File: config.mk
export PLATFORM = sky130hd
export DESIGN_NAME = circular_deque
export DESIGN_NICKNAME = d
export VERILOG_FILES = /design/src/sv/cdq_pkg.sv /design/src/sv/cdq_ram.sv /design/src/sv/cdq_dp.sv /design/src/sv/cdq_ctrl.sv /design/src/sv/circular_deque.sv
export SDC_FILE = /design/constraint.sdc
export NUM_CORES = 2
export LEC_CHECK = 0
export BUFFER_PORTS_ARGS = -buffer_cell sky130_fd_sc_hd__buf_2
export CAP_MARGIN = 20
export CORE_ASPECT_RATIO = 0.5
export CORE_MARGIN = 2
export CORE_UTILIZATION = 39
export DETAILED_ROUTE_END_ITERATION = 8
export PLACE_DENSITY_LB_ADDON = 0.12
export REMOVE_ABC_BUFFERS = 1
export SETUP_SLACK_MARGIN = 0.1
export SLEW_MARGIN = 20
export SYNTH_ARGS = -nofsm -noshare
export SYNTH_HDL_FRONTEND = slang
export SYNTH_SLANG_ARGS = --single-unit
File: constraint.sdc
create_clock -name clk -period 4.75 [get_ports clk]
set_input_delay 0.2375 -clock clk [delete_from_list [all_inputs] [get_ports clk]]
set_output_delay 0.2375 -clock clk [all_outputs]
set_load 0.05 [all_outputs]
File: src/sv/cdq_pkg.sv
// Shared types and constants for the circular deque block.
// No dependencies; cdq_dp, cdq_ctrl and circular_deque refer to it by scoped names.
package cdq_pkg;

  localparam int DEPTH_DFLT = 64;
  localparam int DATA_W     = 32;

  typedef enum logic [1:0] {
    OP_PUSH_FRONT = 2'd0,
    OP_PUSH_REAR  = 2'd1,
    OP_POP_FRONT  = 2'd2,
    OP_POP_REAR   = 2'd3
  } op_t;

  typedef enum logic [1:0] {
    ST_OK    = 2'd0,
    ST_FULL  = 2'd1,
    ST_EMPTY = 2'd2
  } status_t;

  typedef enum logic {
    S_IDLE = 1'b0,
    S_READ = 1'b1
  } fsm_t;

  // controller -> datapath
  typedef struct packed {
    logic    exec;        // carry out the accepted operation
    op_t     op;
    logic    ld_imm;      // load result with zero value and imm_status
    status_t imm_status;
    logic    ld_ram;      // load result from memory read data, status ok
  } cmd_t;

  // datapath -> controller
  typedef struct packed {
    logic empty;
    logic full;
  } sts_t;

endpackage

File: src/sv/cdq_ram.sv
// Generic single-port-write, single-port-read RAM with registered read data.
// Depends on nothing.
module cdq_ram #(
  parameter int WIDTH = 32,
  parameter int DEPTH = 64
) (
  input  logic                     clk,
  input  logic                     wr_en,
  input  logic [$clog2(DEPTH)-1:0] wr_addr,
  input  logic [WIDTH-1:0]         wr_data,
  input  logic                     rd_en,
  input  logic [$clog2(DEPTH)-1:0] rd_addr,
  output logic [WIDTH-1:0]         rd_data
);

  logic [WIDTH-1:0] mem [DEPTH];

  always_ff @(posedge clk) begin
    if (wr_en) begin
      mem[wr_addr] <= wr_data;
    end
    if (rd_en) begin
      rd_data <= mem[rd_addr];
    end
  end

endmodule

File: src/sv/cdq_dp.sv
// Datapath of the circular deque: front/rear pointers, empty flag, entry store
// and result register. Depends on cdq_pkg and cdq_ram.
module cdq_dp #(
  parameter int DEPTH = cdq_pkg::DEPTH_DFLT
) (
  input  logic                       clk,
  input  logic                       rst_n,
  input  cdq_pkg::cmd_t              cmd,
  input  logic [cdq_pkg::DATA_W-1:0] push_value,
  output cdq_pkg::sts_t              sts,
  output logic [cdq_pkg::DATA_W-1:0] pop_value,
  output cdq_pkg::status_t           status
);

  localparam int AW = $clog2(DEPTH);
  localparam logic [AW-1:0] LAST = AW'(DEPTH - 1);

  logic [AW-1:0] head_r, head_nxt, tail_r, tail_nxt;
  logic          empty_r, empty_nxt;
  logic [AW-1:0] head_inc, head_dec, tail_inc, tail_dec;
  logic          full;
  logic          wr_en, rd_en;
  logic [AW-1:0] wr_addr, rd_addr;
  logic [cdq_pkg::DATA_W-1:0] rd_data;
  logic [cdq_pkg::DATA_W-1:0] pop_value_r;
  cdq_pkg::status_t           status_r;

  assign head_inc = (head_r == LAST) ? '0 : head_r + 1'b1;
  assign head_dec = (head_r == '0) ? LAST : head_r - 1'b1;
  assign tail_inc = (tail_r == LAST) ? '0 : tail_r + 1'b1;
  assign tail_dec = (tail_r == '0) ? LAST : tail_r - 1'b1;
  assign full     = !empty_r && (tail_inc == head_r);

  assign sts.empty = empty_r;
  assign sts.full  = full;

  always_comb begin
    head_nxt  = head_r;
    tail_nxt  = tail_r;
    empty_nxt = empty_r;
    wr_en     = 1'b0;
    wr_addr   = '0;
    rd_en     = 1'b0;
    rd_addr   = head_r;
    if (cmd.exec) begin
      case (cmd.op)
        cdq_pkg::OP_PUSH_FRONT, cdq_pkg::OP_PUSH_REAR: begin
          if (empty_r) begin
            head_nxt  = '0;
            tail_nxt  = '0;
            empty_nxt = 1'b0;
            wr_en     = 1'b1;
            wr_addr   = '0;
          end else if (!full) begin
            wr_en = 1'b1;
            if (cmd.op == cdq_pkg::OP_PUSH_FRONT) begin
              head_nxt = head_dec;
              wr_addr  = head_dec;
            end else begin
              tail_nxt = tail_inc;
              wr_addr  = tail_inc;
            end
          end
        end
        default: begin
          if (!empty_r) begin
            rd_en   = 1'b1;
            rd_addr = (cmd.op == cdq_pkg::OP_POP_FRONT) ? head_r : tail_r;
            if (head_r == tail_r) begin
              // last element leaves: return to the reset arrangement
              head_nxt  = '0;
              tail_nxt  = '0;
              empty_nxt = 1'b1;
            end else if (cmd.op == cdq_pkg::OP_POP_FRONT) begin
              head_nxt = head_inc;
            end else begin
              tail_nxt = tail_dec;
            end
          end
        end
      endcase
    end
  end

  always_ff @(posedge clk) begin
    if (!rst_n) begin
      head_r  <= '0;
      tail_r  <= '0;
      empty_r <= 1'b1;
    end else begin
      head_r  <= head_nxt;
      tail_r  <= tail_nxt;
      empty_r <= empty_nxt;
    end
  end

  cdq_ram #(
    .WIDTH (cdq_pkg::DATA_W),
    .DEPTH (DEPTH)
  ) u_ram (
    .clk     (clk),
    .wr_en   (wr_en),
    .wr_addr (wr_addr),
    .wr_data (push_value),
    .rd_en   (rd_en),
    .rd_addr (rd_addr),
    .rd_data (rd_data)
  );

  always_ff @(posedge clk) begin
    if (cmd.ld_imm) begin
      pop_value_r <= '0;
      status_r    <= cmd.imm_status;
    end else if (cmd.ld_ram) begin
      pop_value_r <= rd_data;
      status_r    <= cdq_pkg::ST_OK;
    end
  end

  assign pop_value = pop_value_r;
  assign status    = status_r;

  a_empty_ptrs: assert property (@(posedge clk) disable iff (!rst_n)
    empty_r |-> (head_r == '0) && (tail_r == '0))
    else $error("empty deque with pointers off zero");

  a_full_push_holds: assert property (@(posedge clk) disable iff (!rst_n)
    cmd.exec && full && (cmd.op == cdq_pkg::OP_PUSH_FRONT || cmd.op == cdq_pkg::OP_PUSH_REAR)
    |=> $stable(head_r) && $stable(tail_r) && !empty_r)
    else $error("refused push changed the pointers");

  a_empty_pop_holds: assert property (@(posedge clk) disable iff (!rst_n)
    cmd.exec && empty_r && (cmd.op == cdq_pkg::OP_POP_FRONT || cmd.op == cdq_pkg::OP_POP_REAR)
    |=> empty_r)
    else $error("refused pop left the empty state");

  a_ram_one_port: assert property (@(posedge clk) disable iff (!rst_n)
    !(wr_en && rd_en))
    else $error("memory written and read by the same operation");

endmodule

File: src/sv/cdq_ctrl.sv
// Controller of the circular deque: handshakes, result valid and sequencing of
// the memory read for pops. Depends on cdq_pkg.
module cdq_ctrl (
  input  logic             clk,
  input  logic             rst_n,
  input  logic             in_tvalid,
  output logic             in_tready,
  input  logic [1:0]       in_op,
  output logic             out_tvalid,
  input  logic             out_tready,
  input  cdq_pkg::sts_t    sts,
  output cdq_pkg::cmd_t    cmd
);

  cdq_pkg::fsm_t state_r, state_nxt;
  logic          out_valid_r, out_valid_nxt;
  logic          slot_free;
  cdq_pkg::op_t  op;

  assign op        = cdq_pkg::op_t'(in_op);
  assign slot_free = !out_valid_r || out_tready;

  always_comb begin
    state_nxt      = state_r;
    out_valid_nxt  = out_valid_r && !out_tready;
    in_tready      = 1'b0;
    cmd.exec       = 1'b0;
    cmd.op         = op;
    cmd.ld_imm     = 1'b0;
    cmd.imm_status = cdq_pkg::ST_OK;
    cmd.ld_ram     = 1'b0;
    unique case (state_r)
      cdq_pkg::S_IDLE: begin
        in_tready = slot_free;
        if (in_tvalid && slot_free) begin
          cmd.exec = 1'b1;
          if (op == cdq_pkg::OP_POP_FRONT || op == cdq_pkg::OP_POP_REAR) begin
            if (sts.empty) begin
              cmd.ld_imm     = 1'b1;
              cmd.imm_status = cdq_pkg::ST_EMPTY;
              out_valid_nxt  = 1'b1;
            end else begin
              state_nxt = cdq_pkg::S_READ;
            end
          end else begin
            cmd.ld_imm     = 1'b1;
            cmd.imm_status = sts.full ? cdq_pkg::ST_FULL : cdq_pkg::ST_OK;
            out_valid_nxt  = 1'b1;
          end
        end
      end
      cdq_pkg::S_READ: begin
        if (slot_free) begin
          cmd.ld_ram    = 1'b1;
          out_valid_nxt = 1'b1;
          state_nxt     = cdq_pkg::S_IDLE;
        end
      end
      default: begin
        state_nxt = cdq_pkg::S_IDLE;
      end
    endcase
  end

  always_ff @(posedge clk) begin
    if (!rst_n) begin
      state_r     <= cdq_pkg::S_IDLE;
      out_valid_r <= 1'b0;
    end else begin
      state_r     <= state_nxt;
      out_valid_r <= out_valid_nxt;
    end
  end

  assign out_tvalid = out_valid_r;

  a_read_no_accept: assert property (@(posedge clk) disable iff (!rst_n)
    (state_r == cdq_pkg::S_READ) |-> !in_tready)
    else $error("input taken while a pop read is pending");

  a_pop_to_read: assert property (@(posedge clk) disable iff (!rst_n)
    cmd.exec && !sts.empty && (cmd.op == cdq_pkg::OP_POP_FRONT || cmd.op == cdq_pkg::OP_POP_REAR)
    |=> (state_r == cdq_pkg::S_READ))
    else $error("successful pop did not wait for read data");

  a_one_load: assert property (@(posedge clk) disable iff (!rst_n)
    !(cmd.ld_imm && cmd.ld_ram))
    else $error("two result loads in one cycle");

endmodule

File: src/sv/circular_deque.sv
// Top level of the circular deque: wires the controller to the datapath.
// Depends on cdq_pkg, cdq_ctrl, cdq_dp (and cdq_ram through cdq_dp).
//
// Double-ended queue of signed 32-bit values held in a circular store of DEPTH
// entries. in_tuser selects the operation (0 push front, 1 push rear, 2 pop
// front, 3 pop rear) and in_tdata carries the value to push. Every input
// transaction yields exactly one output transaction: out_tdata is the popped
// value (zero for pushes and refused ops) and out_tuser the status (0 ok,
// 1 full and push refused, 2 empty and pop refused). A refused operation leaves
// the queue untouched. For pushes and refused operations the result loads the
// output register at the accepting edge and the next transaction can be taken
// in the following cycle. A successful pop waits in S_READ for the registered
// read of the entry memory, which then loads the result. The output register
// decouples the sides: input is taken while a result waits, provided the
// result is drained in that same cycle. No clearing pass runs after reset;
// the store is only ever read at occupied entries.
module circular_deque #(
  parameter int DEPTH = cdq_pkg::DEPTH_DFLT
) (
  input  logic        clk,
  input  logic        rst_n,
  input  logic        in_tvalid,
  output logic        in_tready,
  input  logic [31:0] in_tdata,   // [31:0] push_value
  input  logic [1:0]  in_tuser,   // [1:0] func
  output logic        out_tvalid,
  input  logic        out_tready,
  output logic [31:0] out_tdata,  // [31:0] pop_value
  output logic [1:0]  out_tuser   // [1:0] status
);

  cdq_pkg::cmd_t    cmd;
  cdq_pkg::sts_t    sts;
  cdq_pkg::status_t status;

  // sequence each transaction and own both handshakes
  cdq_ctrl u_ctrl (
    .clk        (clk),
    .rst_n      (rst_n),
    .in_tvalid  (in_tvalid),
    .in_tready  (in_tready),
    .in_op      (in_tuser),
    .out_tvalid (out_tvalid),
    .out_tready (out_tready),
    .sts        (sts),
    .cmd        (cmd)
  );

  // pointers, store and result payload
  cdq_dp #(
    .DEPTH (DEPTH)
  ) u_dp (
    .clk        (clk),
    .rst_n      (rst_n),
    .cmd        (cmd),
    .push_value (in_tdata),
    .sts        (sts),
    .pop_value  (out_tdata),
    .status     (status)
  );

  assign out_tuser = 2'(status);

endmodule
==> key figures <==
STA
  – RSZ-0062 raised after global routing: false
  – Tmin final: 4.56 ns
  – Final cycle utilization of the critical path: 0.959
  – Worst Tran Pin Value: between 1 and 1.5 ns
  – Worst slew margin relative to its limit: 0.251
  – Setup Total Neg Slack: 0 ns
  – Max Fclk: between 200 and 250 MHz
  – Max-slew violation total from the final report: 0
  – Final Hold Violating Endpoints: 0
  – Final setup violation count: 0
  – Largest clock skew in the final design: 0.0569 ns
  – Final hold slack: 0.0437 ns

Setup path
  – Destination of the critical timing path: u_dp.u_ram.rd_data[5]
  – Data arrival time of the critical path: approximately 5.1 ns
  – CP Buf/Inv Count: 3
  – Slowest-stage cell, CP: sky130_fd_sc_hd__a211oi_1
  – Crit-path max cell delay: ~0.81 ns
  – Required time at the endpoint of the critical path: 5.33 ns
  – Crit path depth: 10
  – Category of the worst setup path launch point: flop
  – Register-to-register setup slack: around 0.19 ns
  – FF-to-FF path depth: 10
  – Most Frequent Cell on Critical Path: sky130_fd_sc_hd__buf_4
  – End of the worst register-to-register path: u_dp.u_ram.rd_data[5]
  – Critical path endpoint category: flop
  – Startpoint of the worst-slack reg-to-reg timing path: u_dp.empty_r
  – Cell type group with the largest total delay on the critical path: simple AND/OR/NAND/NOR gates
  – Ordered list of cells on the worst path: and3b_1 -> nand3_4 -> buf_4 -> mux2_2 -> buf_4 -> a31o_2 -> nor4_1 -> a211oi_1 -> buf_4 -> nand4_1
  – Critical Path Start: u_dp.empty_r
  – Biggest fanout along the worst timing path: 24
  – Worst setup path category: flop to flop

Clock tree
  – Buffer type at the clock tree root: sky130_fd_sc_hd__clkbuf_16
  – Later-pin clock latency in the skew report: approximately 0.88 ns
  – # H-tree levels: 4
  – CTS tree: done
  – Maximum clock insertion buffer count: 4
  – Clock tree sinks: around 2100
  – Num CTS Buffers: roughly 200
  – Clock-pin slew reported for the worst setup and hold paths after clock tree synthesis: 0.07 ns

Pwr
  – Final total power: 40.6 mW
  – Leakage power figure: about 33 nW
  – Power per cell area: 416 nW/um^2
  – Largest voltage drop on the vdd net: ~0.29 mV

Synthesis
  – Register bit count reported by yosys: 2129
  – Area share of and/or/nand/nor cells after synthesis: 0.0762
  – Count leader, synth: sky130_fd_sc_hd__edfxtp_1
  – Synthesized cell area: about 84000 sq um
  – Xor-xnor portion of the synthesized cell area: 0.00145
  – Cell type with the highest aggregate area in the netlist: sky130_fd_sc_hd__edfxtp_1
  – Synth unique cells: between 80 and 90
  – Average cell area after synthesis: approximately 15 sq um
  – Warnings from Yosys: 0
  – Ys flop type: sky130_fd_sc_hd__edfxtp_1
  – Share of synthesized area spent on multiplexers: 0.0473
  – Compound-cell area share of the yosys netlist: 0.101
  – Fraction of the yosys area taken by sequential cells: 0.752
  – Post-synth top area share: 0.741
  – Largest family of logic cells by synthesized area: compound AO/OA/AOI/OAI gates
  – Share of flip-flops with an asynchronous set or reset: 0
  – Post-synthesis share of cell area spent on full adders, half adders and majority gates: 0.000890
  – Cell types occupying the most area after synthesis: sky130_fd_sc_hd__edfxtp_1 74%, sky130_fd_sc_hd__mux2i_1 3.7%, sky130_fd_sc_hd__a211oi_1 2.7%
  – Mapped Cells: 5488
  – Top post-synthesis cells by count: 2082 x sky130_fd_sc_hd__edfxtp_1, 437 x sky130_fd_sc_hd__nand2_1, 309 x sky130_fd_sc_hd__mux2i_1, 305 x sky130_fd_sc_hd__a211oi_1, 282 x sky130_fd_sc_hd__clkbuf_1
  – Number of flops mapped to enable cells by yosys: around 2100

Placed design
  – DP HPWL: ~170 mm
  – Placed instance area: slightly above 90000 sq um
  – Final RePlAce weighted congestion: 0.882
  – Buffers on Ports: between 70 and 80

Detailed routing
  – First-iteration detailed-routing DRC count: about 6800
  – Routed via count divided by cell count: roughly 6.0
  – Count of TritonRoute iterations in the first routing pass: 8
  – Final wirelength: ~290 mm
  – DRC violation count after routing: 0
  – Count of nets left with antenna violations after detail routing: 0
  – Average detailed-routed wire length per instance: 33.0 um
  – Number of vias after detailed routing: between 50000 and 60000

Layout
  – P&R area growth vs syn: 15.5%
  – Fraction of final layout cells sized beyond drive strength 1: 0.156
  – Final standard cell area without fillers: between 90000 and 100000 sq um
  – Core occupancy in the finished layout: 0.454
  – Number of nets in the final layout: approximately 5800

Min path
  – Min-Delay Path Class: primary input to flop
  – WHS Path Cells: 2

GRT
  – Global Route Usage Sum: 0.256
  – First-pass GRT wire length: 398 mm
  – Initial antenna violation count: 21
  – Overflow after GRT: 0
  – Number of global-route vias before repair: 50503
  – Pin count of the biggest net entering global routing: around 160

Die
  – Die span in y: 333 um
  – Starting density of the core: 0.393
  – Full die area: approximately 220000 sq um
  – Area inside the core boundary: around 210000 sq um
  – Rows: between 100 and 150
  – Die width: 662 um
  – I/O pin count: 74

Flow run
  – # Max-Cap Violations: 0

Status
  – Result of the run: complete, no violations
worst min path at each step:
| stage | start | end | slack [ns] |
|---|---|---|---|
| after global placement | u_dp.pop_value[14] | u_dp.pop_value[14] | 0.45 |
| final | in_tdata[10] | u_dp.u_ram.mem[0][10] | 0.04 |
| after CTS | in_tdata[10] | u_dp.u_ram.mem[0][10] | 0.01 |
| after floorplan | rst_n | u_dp.empty_r | 0.31 |
| after global routing | in_tdata[10] | u_dp.u_ram.mem[0][10] | 0.07 |
| after detailed placement | u_dp.pop_value[14] | u_dp.pop_value[14] | 0.45 |
power breakdown:
part           switching, mW  total [mW]  internal (mW)
Combinational           2.79        3.90           1.11
Sequential            0.0654        20.8           20.7
Clock                   7.00        15.9           8.89
Total                   9.86        40.6           30.7
sequential cells by signal (all words and copies together) (netlist names):
| name | flops |
|---|---|
| u_dp.u_ram.mem | 2048 |
| u_ctrl.out_tvalid | 1 |
| u_dp.status | 2 |
| u_dp.u_ram.rd_data | 32 |
| u_dp.tail_r | 6 |
| u_dp.head_r | 6 |
| u_dp.empty_r | 1 |
| u_dp.pop_value | 32 |
| u_ctrl.state_r | 1 |
metal layers:
layer / vias to the layer above / track usage / share of wire
met2: 2589 / 0.374 / 0.43
li1: 22345 / - / -
met5: - / 0 / 0.000080
met4: 4 / 0.0593 / 0.023
met1: 27323 / 0.372 / 0.44
met3: 383 / 0.0821 / 0.11
worst reg2reg max path, delay by kind of cell (launching register included):
| kind | cells | cell delay, ns |
|---|---|---|
| AOI/OAI and AO/OA | 2 | 1.09 |
| buffers and inverters | 3 | 1.04 |
| DFF | 1 | 0.49 |
| muxes | 1 | 0.59 |
| and+or+nand+nor | 4 | 1.07 |
stage by stage:
| stage | worst slack (ns) | std cells |
|---|---|---|
| 2_1_floorplan | -9.66 | 5076 |
| 3_3_place_gp | -0.606 | 8358 |
| 4_1_cts | 0.140 | 8722 |
| 3_5_place_dp | 0.154 | 8360 |
| 6_report | 0.194 | 8728 |
| 5_1_grt | 0.135 | 8722 |
cell families after synthesis:
| kind of cell | count (synthesis) |
|---|---|
| fa+ha+maj | 6 |
| flops | 2129 |
| mux | 362 |
| xor+xnor | 14 |
| buf+inv | 423 |
| simple gates | 1283 |
| compound gates | 1271 |
timing repair:
item                                    4_1_cts  5_1_grt
buffers inserted                              0        0
resized for setup                             0        0
endpoints found under the hold margin        62        0
hold buffers                                 11        0
endpoints found under the setup margin        0        0
placed cells by master (no fill, tap or decap), types with 25 or more instances in the layout:
master	netlist	layout
sky130_fd_sc_hd__nor4_1	70	68
sky130_fd_sc_hd__o22ai_1	163	163
sky130_fd_sc_hd__clkinv_2	0	36
sky130_fd_sc_hd__nor2_4	1	69
sky130_fd_sc_hd__clkbuf_1	282	47
sky130_fd_sc_hd__a211oi_1	305	301
sky130_fd_sc_hd__nand3_1	243	243
sky130_fd_sc_hd__a31oi_1	74	67
sky130_fd_sc_hd__nand4_1	44	44
sky130_fd_sc_hd__dfxtp_1	47	47
sky130_fd_sc_hd__a31o_2	51	51
sky130_fd_sc_hd__mux4_2	25	25
sky130_fd_sc_hd__nor2_1	121	53
sky130_fd_sc_hd__nand2_1	437	434
sky130_fd_sc_hd__o21ai_0	222	222
sky130_fd_sc_hd__edfxtp_1	2082	2082
sky130_fd_sc_hd__buf_12	0	81
sky130_fd_sc_hd__nor3_1	33	33
sky130_fd_sc_hd__a2111oi_0	33	30
sky130_fd_sc_hd__buf_2	77	73
sky130_fd_sc_hd__and3_1	257	257
sky130_fd_sc_hd__clkinv_1	0	34
sky130_fd_sc_hd__buf_4	10	261
sky130_fd_sc_hd__a21oi_1	235	234
sky130_fd_sc_hd__a211o_1	28	28
sky130_fd_sc_hd__mux2i_1	309	297
sky130_fd_sc_hd__clkbuf_16	0	204
area by class of cell:
cell class              instances  area, sq um
fillers                     18674       117000
inverters                      11         41.3
well taps                    2867         3590
repair buffers                428         4100
diodes                          6         15.0
clock inverters                99          967
flip-flops and latches       2129        63500
multi-input cells            2936        19900
clock buffers                 252         5300
Note: power is estimated with default switching activity, not from simulation.
